### src/rtl/core/hold_to_draw_gesture_recognizer_top_defines.svh
// assertion macros shared by the gesture recognizer modules
// each macro expects clk and arst_n in the scope where it is used
`ifndef HOLD_TO_DRAW_GESTURE_RECOGNIZER_TOP_DEFINES_SVH
`define HOLD_TO_DRAW_GESTURE_RECOGNIZER_TOP_DEFINES_SVH

`ifndef NO_ASSERTIONS

// same-cycle implication
`define HDGR_ASSERT_IMPL(lbl, ante, cons, msg) \
	lbl: assert property (@(posedge clk) disable iff (!arst_n) (ante) |-> (cons)) \
		else $error(msg);

// next-cycle implication
`define HDGR_ASSERT_NEXT(lbl, ante, cons, msg) \
	lbl: assert property (@(posedge clk) disable iff (!arst_n) (ante) |=> (cons)) \
		else $error(msg);

`else

`define HDGR_ASSERT_IMPL(lbl, ante, cons, msg)
`define HDGR_ASSERT_NEXT(lbl, ante, cons, msg)

`endif

`endif

### src/rtl/core/hdgr_pkg.sv
`default_nettype none

package hdgr_pkg;

	// field widths
	localparam int COORD_BITS   = 16;
	localparam int TIME_BITS    = 32;
	localparam int CFG_BITS     = 16;
	localparam int CFG_IDX_BITS = 2;

	// distance arithmetic widths
	localparam int DIFF_W = COORD_BITS + 1;
	localparam int SQ_W   = 2 * DIFF_W;
	localparam int RSQ_W  = 2 * CFG_BITS;
	localparam int CMP_W  = (SQ_W > RSQ_W) ? SQ_W : RSQ_W;

	// queue between front and back
	localparam int QUEUE_DEPTH = 2;

	// register indexes
	localparam logic [CFG_IDX_BITS-1:0] REG_MOVE_TOL   = 2'd0;
	localparam logic [CFG_IDX_BITS-1:0] REG_REARM_RAD  = 2'd1;
	localparam logic [CFG_IDX_BITS-1:0] REG_HOLD_DELAY = 2'd2;

	// register reset values
	localparam logic [CFG_BITS-1:0] MOVE_TOL_RST   = 16'd8;
	localparam logic [CFG_BITS-1:0] REARM_RAD_RST  = 16'd16;
	localparam logic [CFG_BITS-1:0] HOLD_DELAY_RST = 16'd500;

	typedef enum logic [1:0] {
		CMD_DOWN = 2'd0,
		CMD_MOVE = 2'd1,
		CMD_TICK = 2'd2,
		CMD_UP   = 2'd3
	} cmd_t;

	typedef enum logic [1:0] {
		KIND_PRESS,
		KIND_MOTION,
		KIND_TIMER,
		KIND_RELEASE
	} kind_t;

	typedef enum logic [1:0] {
		MODE_IDLE    = 2'd0,
		MODE_ARMED   = 2'd1,
		MODE_DRAWING = 2'd2,
		MODE_ABORTED = 2'd3
	} mode_t;

	typedef enum logic [2:0] {
		ACT_NONE    = 3'd0,
		ACT_ARMED   = 3'd1,
		ACT_ABORT   = 3'd2,
		ACT_PREVIEW = 3'd3,
		ACT_START   = 3'd4,
		ACT_DROP    = 3'd5,
		ACT_COMMIT  = 3'd6
	} action_t;

	typedef struct packed {
		cmd_t                         command;
		logic signed [COORD_BITS-1:0] pos_x;
		logic signed [COORD_BITS-1:0] pos_y;
		logic [TIME_BITS-1:0]         timestamp;
	} in_item_t;

	typedef struct packed {
		action_t                      action;
		logic signed [COORD_BITS-1:0] out_x;
		logic signed [COORD_BITS-1:0] out_y;
	} out_item_t;

	// classified item carried through the queue
	typedef struct packed {
		kind_t                        kind;
		logic signed [COORD_BITS-1:0] x;
		logic signed [COORD_BITS-1:0] y;
		logic [TIME_BITS-1:0]         t;
	} op_t;

endpackage

`default_nettype wire

### src/rtl/core/hold_to_draw_gesture_recognizer_top.sv
`default_nettype none

// Press-and-hold pointer gesture recognizer: every accepted event item gives
// exactly one result item (armed, abort, preview, start, drop, commit or
// none). The block sustains one item per clock when the output is not
// stalled; a result passes through the input stage, the two-entry queue
// and the state update that writes the result register. The state update
// in the back end holds two squared-distance compares and two elapsed-time
// compares. Radii are squared when written. Configuration writes must
// happen only while no items are in flight.
module hold_to_draw_gesture_recognizer_top (
	input  wire logic                              clk,
	input  wire logic                              arst_n,
	input  wire logic                              item_valid,
	output logic                                   item_ready,
	input  wire hdgr_pkg::in_item_t                item,
	output logic                                   result_valid,
	input  wire logic                              result_ready,
	output hdgr_pkg::out_item_t                    result,
	input  wire logic                              cfg_we,
	input  wire logic [hdgr_pkg::CFG_IDX_BITS-1:0] cfg_index,
	input  wire logic [hdgr_pkg::CFG_BITS-1:0]     cfg_data
);

	logic          fq_valid;
	logic          fq_ready;
	hdgr_pkg::op_t fq_op;
	logic          qb_valid;
	logic          qb_ready;
	hdgr_pkg::op_t qb_op;

	// accept and classify
	hdgr_front u_front (
		.clk        (clk),
		.arst_n     (arst_n),
		.item_valid (item_valid),
		.item_ready (item_ready),
		.item       (item),
		.op_valid   (fq_valid),
		.op_ready   (fq_ready),
		.op         (fq_op)
	);

	// decoupling queue
	hdgr_queue u_queue (
		.clk        (clk),
		.arst_n     (arst_n),
		.push_valid (fq_valid),
		.push_ready (fq_ready),
		.push_op    (fq_op),
		.pop_valid  (qb_valid),
		.pop_ready  (qb_ready),
		.pop_op     (qb_op)
	);

	// gesture state and results
	hdgr_back u_back (
		.clk          (clk),
		.arst_n       (arst_n),
		.cfg_we       (cfg_we),
		.cfg_index    (cfg_index),
		.cfg_data     (cfg_data),
		.op_valid     (qb_valid),
		.op_ready     (qb_ready),
		.op           (qb_op),
		.result_valid (result_valid),
		.result_ready (result_ready),
		.result       (result)
	);

endmodule

`default_nettype wire

### src/rtl/core/hdgr_front.sv
`default_nettype none

module hdgr_front (
	input  wire logic              clk,
	input  wire logic              arst_n,
	input  wire logic              item_valid,
	output logic                   item_ready,
	input  wire hdgr_pkg::in_item_t item,
	output logic                   op_valid,
	input  wire logic              op_ready,
	output hdgr_pkg::op_t          op
);

	logic          valid_s1;
	hdgr_pkg::op_t op_s1;
	hdgr_pkg::op_t op_d;

	// classify the incoming item, positions only matter for press and motion
	always_comb begin
		op_d.x = item.pos_x;
		op_d.y = item.pos_y;
		op_d.t = item.timestamp;
		unique case (item.command)
			hdgr_pkg::CMD_DOWN: op_d.kind = hdgr_pkg::KIND_PRESS;
			hdgr_pkg::CMD_MOVE: op_d.kind = hdgr_pkg::KIND_MOTION;
			hdgr_pkg::CMD_TICK: begin
				op_d.kind = hdgr_pkg::KIND_TIMER;
				op_d.x    = '0;
				op_d.y    = '0;
			end
			default: begin
				op_d.kind = hdgr_pkg::KIND_RELEASE;
				op_d.x    = '0;
				op_d.y    = '0;
			end
		endcase
	end

	// input stage takes a new item whenever its slot is empty or drains this cycle
	assign item_ready = !valid_s1 || op_ready;

	always_ff @(posedge clk or negedge arst_n) begin
		if (!arst_n) begin
			valid_s1 <= 1'b0;
		end else if (item_ready) begin
			valid_s1 <= item_valid;
		end
	end

	always_ff @(posedge clk) begin
		if (item_ready && item_valid) begin
			op_s1 <= op_d;
		end
	end

	assign op_valid = valid_s1;
	assign op       = op_s1;

endmodule

`default_nettype wire

### src/rtl/core/hdgr_queue.sv
`default_nettype none

`include "hold_to_draw_gesture_recognizer_top_defines.svh"

module hdgr_queue (
	input  wire logic          clk,
	input  wire logic          arst_n,
	input  wire logic          push_valid,
	output logic               push_ready,
	input  wire hdgr_pkg::op_t push_op,
	output logic               pop_valid,
	input  wire logic          pop_ready,
	output hdgr_pkg::op_t      pop_op
);

	localparam int DEPTH = hdgr_pkg::QUEUE_DEPTH;
	localparam int PTR_W = (DEPTH > 1) ? $clog2(DEPTH) : 1;
	localparam int CNT_W = $clog2(DEPTH + 1);

	hdgr_pkg::op_t      slot_q [DEPTH];
	logic [PTR_W-1:0]   wr_ptr_q;
	logic [PTR_W-1:0]   rd_ptr_q;
	logic [CNT_W-1:0]   cnt_q;
	logic               push;
	logic               pop;

	assign push_ready = (cnt_q != CNT_W'(DEPTH));
	assign pop_valid  = (cnt_q != '0);
	assign push       = push_valid && push_ready;
	assign pop        = pop_valid && pop_ready;
	assign pop_op     = slot_q[rd_ptr_q];

	// slot storage
	always_ff @(posedge clk) begin
		if (push) begin
			slot_q[wr_ptr_q] <= push_op;
		end
	end

	// pointers and fill count
	always_ff @(posedge clk or negedge arst_n) begin
		if (!arst_n) begin
			wr_ptr_q <= '0;
			rd_ptr_q <= '0;
			cnt_q    <= '0;
		end else begin
			if (push) begin
				wr_ptr_q <= (wr_ptr_q == PTR_W'(DEPTH - 1)) ? '0 : wr_ptr_q + PTR_W'(1);
			end
			if (pop) begin
				rd_ptr_q <= (rd_ptr_q == PTR_W'(DEPTH - 1)) ? '0 : rd_ptr_q + PTR_W'(1);
			end
			if (push && !pop) begin
				cnt_q <= cnt_q + CNT_W'(1);
			end else if (pop && !push) begin
				cnt_q <= cnt_q - CNT_W'(1);
			end
		end
	end

	`HDGR_ASSERT_IMPL(a_cnt_bound, 1'b1, cnt_q <= CNT_W'(DEPTH), "queue count above depth")
	`HDGR_ASSERT_NEXT(a_cnt_up, push && !pop, cnt_q == $past(cnt_q) + CNT_W'(1), "count missed push")
	`HDGR_ASSERT_IMPL(a_empty_ptrs, cnt_q == '0, wr_ptr_q == rd_ptr_q, "empty queue pointers differ")

endmodule

`default_nettype wire

### src/rtl/core/hdgr_back.sv
`default_nettype none

`include "hold_to_draw_gesture_recognizer_top_defines.svh"

module hdgr_back (
	input  wire logic                                 clk,
	input  wire logic                                 arst_n,
	input  wire logic                                 cfg_we,
	input  wire logic [hdgr_pkg::CFG_IDX_BITS-1:0]    cfg_index,
	input  wire logic [hdgr_pkg::CFG_BITS-1:0]        cfg_data,
	input  wire logic                                 op_valid,
	output logic                                      op_ready,
	input  wire hdgr_pkg::op_t                        op,
	output logic                                      result_valid,
	input  wire logic                                 result_ready,
	output hdgr_pkg::out_item_t                       result
);

	localparam int CB = hdgr_pkg::COORD_BITS;
	localparam int TB = hdgr_pkg::TIME_BITS;

	// squared euclidean distance between two points
	function automatic logic [hdgr_pkg::SQ_W-1:0] dist_sq(
		input logic signed [CB-1:0] ax,
		input logic signed [CB-1:0] ay,
		input logic signed [CB-1:0] bx,
		input logic signed [CB-1:0] by
	);
		logic signed [hdgr_pkg::DIFF_W-1:0] dx;
		logic signed [hdgr_pkg::DIFF_W-1:0] dy;
		logic [hdgr_pkg::DIFF_W-1:0]        ux;
		logic [hdgr_pkg::DIFF_W-1:0]        uy;
		logic [hdgr_pkg::SQ_W-1:0]          sx;
		logic [hdgr_pkg::SQ_W-1:0]          sy;
		dx = hdgr_pkg::DIFF_W'(ax) - hdgr_pkg::DIFF_W'(bx);
		dy = hdgr_pkg::DIFF_W'(ay) - hdgr_pkg::DIFF_W'(by);
		ux = dx[hdgr_pkg::DIFF_W-1] ? hdgr_pkg::DIFF_W'(-dx) : hdgr_pkg::DIFF_W'(dx);
		uy = dy[hdgr_pkg::DIFF_W-1] ? hdgr_pkg::DIFF_W'(-dy) : hdgr_pkg::DIFF_W'(dy);
		sx = hdgr_pkg::SQ_W'(ux) * hdgr_pkg::SQ_W'(ux);
		sy = hdgr_pkg::SQ_W'(uy) * hdgr_pkg::SQ_W'(uy);
		return sx + sy;
	endfunction

	// configuration, radii kept squared
	logic [hdgr_pkg::RSQ_W-1:0]    tol_sq_q;
	logic [hdgr_pkg::RSQ_W-1:0]    rearm_sq_q;
	logic [hdgr_pkg::CFG_BITS-1:0] hold_q;

	// gesture state
	hdgr_pkg::mode_t        mode_q;
	hdgr_pkg::mode_t        mode_d;
	logic signed [CB-1:0]   press_x_q, press_y_q, press_x_d, press_y_d;
	logic [TB-1:0]          press_t_q, press_t_d;
	logic signed [CB-1:0]   anchor_x_q, anchor_y_q, anchor_x_d, anchor_y_d;
	logic [TB-1:0]          anchor_t_q, anchor_t_d;
	logic signed [CB-1:0]   drop_x_q, drop_y_q, drop_x_d, drop_y_d;
	logic                   drop_en_q, drop_en_d;

	// result register
	logic                   res_valid_q;
	hdgr_pkg::out_item_t    res_q;
	hdgr_pkg::out_item_t    res_d;

	logic                   pop;
	logic signed [CB-1:0]   base_x, base_y;
	logic                   far_tol;
	logic                   far_rearm;
	logic [TB-1:0]          el_press;
	logic [TB-1:0]          el_anchor;
	logic                   hold_press;
	logic                   hold_anchor;

	assign pop      = op_valid && (!res_valid_q || result_ready);
	assign op_ready = !res_valid_q || result_ready;

	// configuration writes
	always_ff @(posedge clk or negedge arst_n) begin
		if (!arst_n) begin
			tol_sq_q   <= hdgr_pkg::RSQ_W'(hdgr_pkg::MOVE_TOL_RST) *
				hdgr_pkg::RSQ_W'(hdgr_pkg::MOVE_TOL_RST);
			rearm_sq_q <= hdgr_pkg::RSQ_W'(hdgr_pkg::REARM_RAD_RST) *
				hdgr_pkg::RSQ_W'(hdgr_pkg::REARM_RAD_RST);
			hold_q     <= hdgr_pkg::HOLD_DELAY_RST;
		end else if (cfg_we) begin
			unique case (cfg_index)
				hdgr_pkg::REG_MOVE_TOL: begin
					tol_sq_q <= hdgr_pkg::RSQ_W'(cfg_data) * hdgr_pkg::RSQ_W'(cfg_data);
				end
				hdgr_pkg::REG_REARM_RAD: begin
					rearm_sq_q <= hdgr_pkg::RSQ_W'(cfg_data) * hdgr_pkg::RSQ_W'(cfg_data);
				end
				hdgr_pkg::REG_HOLD_DELAY: begin
					hold_q <= cfg_data;
				end
				default: begin
				end
			endcase
		end
	end

	// distance checks: tolerance from press point while armed, else anchor; rearm from drop point
	assign base_x    = (mode_q == hdgr_pkg::MODE_ARMED) ? press_x_q : anchor_x_q;
	assign base_y    = (mode_q == hdgr_pkg::MODE_ARMED) ? press_y_q : anchor_y_q;
	assign far_tol   = hdgr_pkg::CMP_W'(dist_sq(op.x, op.y, base_x, base_y)) >
		hdgr_pkg::CMP_W'(tol_sq_q);
	assign far_rearm = hdgr_pkg::CMP_W'(dist_sq(op.x, op.y, drop_x_q, drop_y_q)) >
		hdgr_pkg::CMP_W'(rearm_sq_q);

	// wrapping elapsed times
	assign el_press    = op.t - press_t_q;
	assign el_anchor   = op.t - anchor_t_q;
	assign hold_press  = el_press >= TB'(hold_q);
	assign hold_anchor = el_anchor >= TB'(hold_q);

	// next state
	always_comb begin
		mode_d     = mode_q;
		press_x_d  = press_x_q;
		press_y_d  = press_y_q;
		press_t_d  = press_t_q;
		anchor_x_d = anchor_x_q;
		anchor_y_d = anchor_y_q;
		anchor_t_d = anchor_t_q;
		drop_x_d   = drop_x_q;
		drop_y_d   = drop_y_q;
		drop_en_d  = drop_en_q;
		unique case (op.kind)
			hdgr_pkg::KIND_PRESS: begin
				mode_d     = hdgr_pkg::MODE_ARMED;
				press_x_d  = op.x;
				press_y_d  = op.y;
				press_t_d  = op.t;
				anchor_x_d = op.x;
				anchor_y_d = op.y;
				anchor_t_d = op.t;
				drop_en_d  = 1'b0;
			end
			hdgr_pkg::KIND_MOTION: begin
				if (mode_q == hdgr_pkg::MODE_ARMED) begin
					if (far_tol) begin
						mode_d = hdgr_pkg::MODE_ABORTED;
					end
				end else if (mode_q == hdgr_pkg::MODE_DRAWING) begin
					if (far_tol) begin
						anchor_x_d = op.x;
						anchor_y_d = op.y;
						anchor_t_d = op.t;
					end
					if (far_rearm) begin
						drop_en_d = 1'b1;
					end
				end
			end
			hdgr_pkg::KIND_TIMER: begin
				if (mode_q == hdgr_pkg::MODE_ARMED) begin
					if (hold_press) begin
						mode_d     = hdgr_pkg::MODE_DRAWING;
						drop_x_d   = press_x_q;
						drop_y_d   = press_y_q;
						anchor_x_d = press_x_q;
						anchor_y_d = press_y_q;
						anchor_t_d = op.t;
						drop_en_d  = 1'b0;
					end
				end else if (mode_q == hdgr_pkg::MODE_DRAWING) begin
					if (drop_en_q && hold_anchor) begin
						drop_en_d  = 1'b0;
						drop_x_d   = anchor_x_q;
						drop_y_d   = anchor_y_q;
						anchor_t_d = op.t;
					end
				end
			end
			default: begin
				mode_d    = hdgr_pkg::MODE_IDLE;
				drop_en_d = 1'b0;
			end
		endcase
	end

	// result for the current item
	always_comb begin
		res_d.action = hdgr_pkg::ACT_NONE;
		res_d.out_x  = '0;
		res_d.out_y  = '0;
		unique case (op.kind)
			hdgr_pkg::KIND_PRESS: begin
				res_d.action = hdgr_pkg::ACT_ARMED;
			end
			hdgr_pkg::KIND_MOTION: begin
				if (mode_q == hdgr_pkg::MODE_ARMED) begin
					if (far_tol) begin
						res_d.action = hdgr_pkg::ACT_ABORT;
					end
				end else if (mode_q == hdgr_pkg::MODE_DRAWING) begin
					res_d.action = hdgr_pkg::ACT_PREVIEW;
					res_d.out_x  = op.x;
					res_d.out_y  = op.y;
				end
			end
			hdgr_pkg::KIND_TIMER: begin
				if (mode_q == hdgr_pkg::MODE_ARMED) begin
					if (hold_press) begin
						res_d.action = hdgr_pkg::ACT_START;
						res_d.out_x  = press_x_q;
						res_d.out_y  = press_y_q;
					end
				end else if (mode_q == hdgr_pkg::MODE_DRAWING) begin
					if (drop_en_q && hold_anchor) begin
						res_d.action = hdgr_pkg::ACT_DROP;
						res_d.out_x  = anchor_x_q;
						res_d.out_y  = anchor_y_q;
					end
				end
			end
			default: begin
				if (mode_q == hdgr_pkg::MODE_DRAWING) begin
					res_d.action = hdgr_pkg::ACT_COMMIT;
				end
			end
		endcase
	end

	// state update
	always_ff @(posedge clk or negedge arst_n) begin
		if (!arst_n) begin
			mode_q     <= hdgr_pkg::MODE_IDLE;
			press_x_q  <= '0;
			press_y_q  <= '0;
			press_t_q  <= '0;
			anchor_x_q <= '0;
			anchor_y_q <= '0;
			anchor_t_q <= '0;
			drop_x_q   <= '0;
			drop_y_q   <= '0;
			drop_en_q  <= 1'b0;
		end else if (pop) begin
			mode_q     <= mode_d;
			press_x_q  <= press_x_d;
			press_y_q  <= press_y_d;
			press_t_q  <= press_t_d;
			anchor_x_q <= anchor_x_d;
			anchor_y_q <= anchor_y_d;
			anchor_t_q <= anchor_t_d;
			drop_x_q   <= drop_x_d;
			drop_y_q   <= drop_y_d;
			drop_en_q  <= drop_en_d;
		end
	end

	// output register
	always_ff @(posedge clk or negedge arst_n) begin
		if (!arst_n) begin
			res_valid_q <= 1'b0;
		end else if (pop) begin
			res_valid_q <= 1'b1;
		end else if (result_ready) begin
			res_valid_q <= 1'b0;
		end
	end

	always_ff @(posedge clk) begin
		if (pop) begin
			res_q <= res_d;
		end
	end

	assign result_valid = res_valid_q;
	assign result       = res_q;

	`HDGR_ASSERT_NEXT(a_preview, pop && op.kind == hdgr_pkg::KIND_MOTION && mode_q == hdgr_pkg::MODE_DRAWING, res_q.action == hdgr_pkg::ACT_PREVIEW, "drawing move gave no preview")
	`HDGR_ASSERT_NEXT(a_start_mode, pop && res_d.action == hdgr_pkg::ACT_START, mode_q == hdgr_pkg::MODE_DRAWING && !drop_en_q, "start did not enter drawing")
	`HDGR_ASSERT_IMPL(a_drop_en_mode, drop_en_q, mode_q == hdgr_pkg::MODE_DRAWING, "drop enabled outside drawing")

endmodule

`default_nettype wire
### config.mk
export PLATFORM = sky130hd
export DESIGN_NAME = hold_to_draw_gesture_recognizer_top
export DESIGN_NICKNAME = d
export VERILOG_FILES = /design/src/rtl/core/hdgr_pkg.sv /design/src/rtl/core/hold_to_draw_gesture_recognizer_top.sv /design/src/rtl/core/hdgr_front.sv /design/src/rtl/core/hdgr_queue.sv /design/src/rtl/core/hdgr_back.sv
export VERILOG_INCLUDE_DIRS = /design/src /design/src/rtl/core
export SDC_FILE = /design/constraint.sdc
export NUM_CORES = 2
export LEC_CHECK = 0
export BUFFER_PORTS_ARGS = -buffer_cell sky130_fd_sc_hd__buf_2
export CAP_MARGIN = 20
export CORE_MARGIN = 5
export CORE_UTILIZATION = 30
export CTS_BUF_LIST = sky130_fd_sc_hd__clkbuf_8
export DETAILED_ROUTE_END_ITERATION = 8
export PLACE_DENSITY_LB_ADDON = 0.12
export SKIP_LAST_GASP = 1
export SYNTH_ARGS = -nofsm -noshare
export SYNTH_HDL_FRONTEND = slang
export SYNTH_SLANG_ARGS = --single-unit
export TNS_END_PERCENT = 20
### constraint.sdc
create_clock -name clk -period 16.4 [get_ports clk]
set_input_delay 1.64 -clock clk [delete_from_list [all_inputs] [get_ports clk]]
set_output_delay 1.64 -clock clk [all_outputs]
set_load 0.03 [all_outputs]
# Yosys cells after proc, flatten, opt, wreduce, memory -nomap -nowiden

Memory sizes are Yosys's and may differ from the RTL's.
Cells that the tools add are included.

$add $sub $neg: 16
Mux-type cells: 65
Eq/ne operators: 20
Multipliers: 5
$lt $le $gt $ge: 4
Reductions and logical operators: 31

Operators with widths:

| operator                                      | count |
|---|---|
| 2-to-1 mux 16 bit                             | 18 |
| 2-to-1 mux 32 bit                             | 8 |
| 2-to-1 mux 35 bit                             | 4 |
| multiplier 17 x 17 -> 34 bit                  | 4 |
| one-hot mux 16 bit (3 select lines)           | 2 |
| one-hot mux 32 bit (3 select lines)           | 1 |
| adder 34 bit                                  | 2 |
| > comparator 34 x 32 -> 1 bit                 | 2 |
| 2-to-1 mux 17 bit                             | 4 |
| negator 17 bit                                | 4 |
| subtractor 16 x 16 -> 17 bit                  | 4 |
| greater-or-equal comparator 32 x 16 -> 1 bit  | 2 |
| one-hot mux 32 bit (2 select lines)           | 1 |
| subtractor 32 bit                             | 2 |
| 2-to-1 mux 34 bit                             | 1 |
| multiplier 16 x 16 -> 32 bit                  | 1 |
| 2-to-1 mux 2 bit                              | 7 |
| != test 2 x 1 -> 1 bit, second input constant | 7 |
| AND reduction 7 bit                           | 2 |
| 2-to-1 mux 1 bit                              | 13 |
| one-hot mux 2 bit (3 select lines)            | 2 |
| AND reduction 5 bit                           | 2 |
| nonzero test 2 bit                            | 5 |
| one-hot mux 3 bit (3 select lines)            | 1 |
| 18 further kinds                              | 42 |

Flip-flop bits (word level): 350
Memory bits (writable): 132
Memories: 1
Logic and storage cells: 167

Memory list:

| memory         | words | width | rd ports | clocked after memory_dff | wr ports | RTL line         | source |
|---|---|---|---|---|---|---|---|
| u_queue.slot_q | 2     | 66    | 1        | 0                        | 1        | hdgr_queue.sv:20 | `hdgr_pkg::op_t slot_q [DEPTH];` |

# Depth between registers and ports, before layout

Depth after elaboration: 12
Mapped depth: 63

# Modules after synthesis

From an unflattened synthesis, not the netlist that was laid out.

Cells, all modules: 7064
Area, all modules: 68781.0 um^2

By module, submodules not included:

| module     | cells an instance | times used | area each (um^2) |
|---|---|---|---|
| hdgr_back  | 6734              | 1          | 61455.2 |
| hdgr_queue | 223               | 1          | 5069.9 |
| hdgr_front | 107               | 1          | 2255.9 |

# Worst setup path before layout

Ideal clock, no wire load.

Path kind: register to register
From: reg u_back.mode_q[1]
To: reg u_back.anchor_x_q[11]
Period minus slack after synthesis: 13.510 ns
Library setup time: 0.127 ns
Stages on the path, launching flop included: 57
Setup slack: 2.890 ns
Data required time: 16.273 ns
Path buffers: 5
Data arrival time: 13.382 ns
Cells stage by stage: dfrtp_1 -> nand2b_1 -> buf_4 -> buf_6 -> buf_1 -> mux2i_1 -> inv_1 -> ha_1 -> inv_1 -> fa_1 -> o2111ai_1 -> o2111a_1 -> o311ai_4 -> a2111oi_4 -> o21ai_1 -> o2bb2ai_1 -> buf_2 -> nand2_1 -> [... 21 more ...] -> or2_2 -> a221o_1 -> a21o_1 -> a211oi_1 -> o21ai_0 -> a21oi_1 -> nor2_1 -> nor2_1 -> xnor2_1 -> ha_1 -> nand4_1 -> nor4_1 -> nand3_1 -> o211ai_1 -> nand4b_4 -> a32oi_4 -> buf_12 -> mux2_1

Word-level cells in the longest chain between the ends: 10
Elaborated cells between the ends (all ways): 19

Ends and longest elaborated chain:

| item                                 | RTL line         | source |
|---|---|---|
| start: declaration                   | hdgr_back.sv:50  | `hdgr_pkg::mode_t mode_q;` |
| start signal: assignment             | hdgr_back.sv:227 | `mode_q <= hdgr_pkg::MODE_IDLE;` |
| start signal: assignment             | hdgr_back.sv:238 | `mode_q <= mode_d;` |
| == test 2 x 1 -> 1 bit (*)           | hdgr_back.sv:103 | `assign base_y = (mode_q == hdgr_pkg::MODE_ARMED) ? press_y_q : anchor_y_q;` |
| 2-to-1 mux 16 bit (*)                | hdgr_back.sv:103 |  |
| named net u_back.base_y[0]           | hdgr_back.sv:65  | `logic signed [CB-1:0] base_x, base_y;` |
| subtractor 16 x 16 -> 17 bit (*)     | hdgr_back.sv:36  | `dy = hdgr_pkg::DIFF_W'(ay) - hdgr_pkg::DIFF_W'(by);` |
| negator 17 bit                       | hdgr_back.sv:38  | `uy = dy[hdgr_pkg::DIFF_W-1] ? hdgr_pkg::DIFF_W'(-dy) : hdgr_pkg::DIFF_W'(dy);` |
| 2-to-1 mux 17 bit (*)                | hdgr_back.sv:38  |  |
| multiplier 17 x 17 -> 34 bit (*)     | hdgr_back.sv:40  | `sy = hdgr_pkg::SQ_W'(uy) * hdgr_pkg::SQ_W'(uy);` |
| adder 34 bit (*)                     | hdgr_back.sv:41  | `return sx + sy;` |
| > comparator 34 x 32 -> 1 bit (*)    | hdgr_back.sv:104 | `assign far_tol = hdgr_pkg::CMP_W'(dist_sq(op.x, op.y, base_x, base_y)) >` |
| != test 2 x 1 -> 1 bit (no line) (*) | --               |  |
| AND reduction 7 bit (no line) (*)    | --               |  |
| end signal: assignment               | hdgr_back.sv:242 | `anchor_x_q <= anchor_x_d;` |
| end: declaration                     | hdgr_back.sv:54  | `logic signed [CB-1:0] anchor_x_q, anchor_y_q, anchor_x_d, anchor_y_d;` |

Mark *: on every way through the listed nets, which the timed path passes. The rest lies on a longest branch.
A chain may end at the register's enable or synchronous reset.

# Final worst setup path

From: reg u_back.mode_q[1]
To: reg u_back.anchor_x_q[1]

Same word-level chain as after synthesis.

==> run_results.csv <==
group,metric,value,unit
timing,grt_setup_unrepaired,"no",
synthesis,synth-edff-count,233,
timing,maxSlewHeadroom,0.218,
placed_design,place_congestion,0.841,
synthesis,synthesis.area,0.0682,sq mm
timing,fin_skew,0.0917,ns
detailed_routing,wire_per_inst,19.3,um
synthesis,synthDominantCellAreaShare,0.312,
global_routing,grt_pass1_vias,51500,
cts,cts_tree,"built",
detailed_routing,vias,47500,
timing,period_needed,15.39,ns
timing,fin_worst_hold_slack,0.433,ns
cts,worstSkewPairLatency,0.82,ns
synthesis,fraction_of_the_yosys_area_taken_by_sequential_cells,0.193,
worst_setup_path,worst-endpoint-required,17.08,ns
worst_setup_path,crit_slowest_cell,"sky130_fd_sc_hd__fa_1",
final_layout,layout-drive-gt1-share,0.0815,
global_routing,grt.overflow.total,0,
placed_design,place.port_buffers,125,
timing,timing.final.hold_violations,0,
timing,timing.setup.tns,0,ns
die,floorplan.die.width,487,um
synthesis,cell_type_contributing_the_most_total_cell_area_after_synthesis,"sky130_fd_sc_hd__fa_1",
final_layout,layout.cells.most_common_list,"1751 x sky130_fd_sc_hd__inv_1, 1064 x sky130_fd_sc_hd__fa_1, 696 x sky130_fd_sc_hd__ha_1",
flow_run,maxCapViolations,0,
synthesis,async_flop_share,0.515,
synthesis,dominantRegCellSynth,"sky130_fd_sc_hd__dfrtp_1",
timing,setup_viol,0,
global_routing,antenna_found_initial,16,
die,ios,126,
synthesis,post_synthesis_register_bit_count,480,
die,start_util,0.301,
die,height_of_the_chip,487,um
global_routing,global_route.usage.total,0.171,
worst_setup_path,worst_path_most_repeated_cell,"sky130_fd_sc_hd__fa_1",
final_layout,layout_commonest_cell,"sky130_fd_sc_hd__inv_1",
cts,numCtsBuffers,92,
detailed_routing,post_drt_via_cell_ratio,4.59,
cts,clock_sink_count,480,
worst_hold_path,min-delay-path-class,"register to register",
worst_setup_path,worst-setup-path-type,"register to register",
global_routing,grt_start_max_net_pins,101,
synthesis,syn_area_per_cell,9.67,sq um
detailed_routing,routed_wl,200,mm
die,core.rowCount,175,
final_layout,design.final.nets,9121,
synthesis,ys_warn_count,0,
run_status,status,"complete, no violations",
synthesis,synthesized_netlist_cell_count,7054,
detailed_routing,postRouteAntennaNets,0,
synthesis,synth_top_cells_by_area,"sky130_fd_sc_hd__fa_1 31%, sky130_fd_sc_hd__ha_1 13%, sky130_fd_sc_hd__edfxtp_1 10%, sky130_fd_sc_hd__inv_1 9.5%, sky130_fd_sc_hd__dfrtp_1 8.8%",
worst_setup_path,critPathLaunchType,"register",
cts,cts.htree.levels,3,
detailed_routing,firstDrtPassIters,5,
timing,slew_violations,0,
cts,clockBufferDepth,3,
synthesis,synthDistinctLibCells,107,
placed_design,dp_hpwl,169,mm
die,dieArea,0.237,sq mm
worst_hold_path,min-delay-start,"u_front.op[60]",
timing,max_freq,0.0650,GHz
detailed_routing,drc_violation_count_after_routing,0,
worst_setup_path,max_stage_delay,0.58,ns
die,floorplan.core_area,0.227,sq mm
timing,min_period_over_period,0.939,
global_routing,grt_pass1_wl,310,mm
worst_setup_path,critPathArrivalTime,16.07,ns
final_layout,layout-area-overhead-vs-synth,9.72,%
worst_setup_path,r2r_start,"u_back.mode_q[1]",
worst_setup_path,worstSetupEndpointType,"register",
timing,worst_slew_pin_slew,1.17,ns
detailed_routing,drt_iter0_markers,2253,
cts,clock_tree.root_cell,"sky130_fd_sc_hd__clkbuf_8",
cts,path_clk_slew,0.06,ns
worst_setup_path,path_max_fanout,25,
worst_setup_path,crit_path_start,"u_back.mode_q[1]",
==> cell families after synthesis <==
| kind of cell | count (synthesis) | share of synthesized area |
|---|---|---|
| buffers and inverters | 1913 | 0.107 |
| adders and majority gates | 1766 | 0.441 |
| and+or+nand+nor | 1510 | 0.101 |
| AOI/OAI and AO/OA | 888 | 0.0839 |
| DFF | 480 | 0.193 |
| xor gates and xnor gates | 271 | 0.0348 |
| muxes | 224 | 0.0395 |
| other | 2 | 0.000110 |
==> worst max-delay path, delay by kind of cell, from the launching register on <==
family | cells | cell delay (ns)
buf+inv | 11 | 1.45
simple gates | 10 | 2.16
compound gates | 16 | 4.97
flops | 1 | 0.48
mux | 2 | 0.59
fa+ha+maj | 12 | 5.25
xor+xnor | 2 | 0.34
==> sequential cells by signal (all words and copies together), names as in the netlist, 31 cells and up <==
register and count:
u_back.rearm_sq_q 31, u_back.tol_sq_q 31, u_queue.slot_q 132, u_back.press_t_q 32
u_front.op 66, u_back.anchor_t_q 32, u_back.result 35
==> worst paths after layout <==
check	to	slack (ns)	cells past startpoint
worst max register to register	u_back.anchor_x_q[1]	1.01	53
worst min register to register	u_queue.slot_q[1][60]	0.43	0
worst min-delay path	u_queue.slot_q[1][60]	0.43	0
worst max-delay path	u_back.anchor_x_q[1]	1.01	53
min in group asynchronous	u_back.press_t_q[17]	0.89	1
max in group asynchronous	u_back.tol_sq_q[22]	13.50	3
==> metrics by stage <==
stage	cells	utilization	area [sq um]	setup WS, ns
2_1_floorplan	7100	-	68400	2.89
3_3_place_gp	10200	0.321	72900	0.784
3_5_place_dp	10200	0.321	72900	0.962
4_1_cts	10400	0.330	74800	0.857
5_1_grt	10400	0.330	74900	0.0669
6_report	10400	0.330	74900	1.01
==> cell usage after synthesis, types with 78 or more instances <==
master and number:
sky130_fd_sc_hd__and2_1 78, sky130_fd_sc_hd__xnor2_1 184, sky130_fd_sc_hd__a21oi_1 253, sky130_fd_sc_hd__o21ai_0 209, sky130_fd_sc_hd__a21o_1 108, sky130_fd_sc_hd__dfrtp_1 239, sky130_fd_sc_hd__mux2_2 105, sky130_fd_sc_hd__edfxtp_1 233
sky130_fd_sc_hd__fa_1 1064, sky130_fd_sc_hd__xor2_1 87, sky130_fd_sc_hd__ha_1 696, sky130_fd_sc_hd__nand2_1 501, sky130_fd_sc_hd__inv_1 1723, sky130_fd_sc_hd__nor2_1 556, sky130_fd_sc_hd__clkbuf_1 131
==> layer usage <==
layer / share of wire / wire length (um) / vias to the layer above / global-route usage
met2: 0.48 / 96200 / 796 / 0.288
met4: 0.032 / 6310 / 2 / 0.0501
li1: - / - / 22500 / -
met1: 0.45 / 89700 / 23900 / 0.229
met3: 0.039 / 7810 / 238 / 0.0215
met5: 0.000065 / 13 / - / 0
==> what timing repair did <==
action / 4_1_cts / 5_1_grt
hold buffers: 0 / 0
setup buffers: 0 / 3
resized for setup: 0 / 0
setup endpoints to repair: 0 / 20
==> final cells by class <==
class	instances	area, sq um
Fill cell	23900	152000
Multi-Input combinational cell	4707	48000
Sequential cell	480	13200
Inverter	1759	6600
Tap cell	3009	3760
Timing Repair Buffer	232	1490
Clock buffer	105	1450
Clock inverter	67	418
Antenna cell	2	5.00
Power is left out: the tool's default activity adds up to more than one toggle a clock period on the data nets, which glitch-free logic cannot reach.
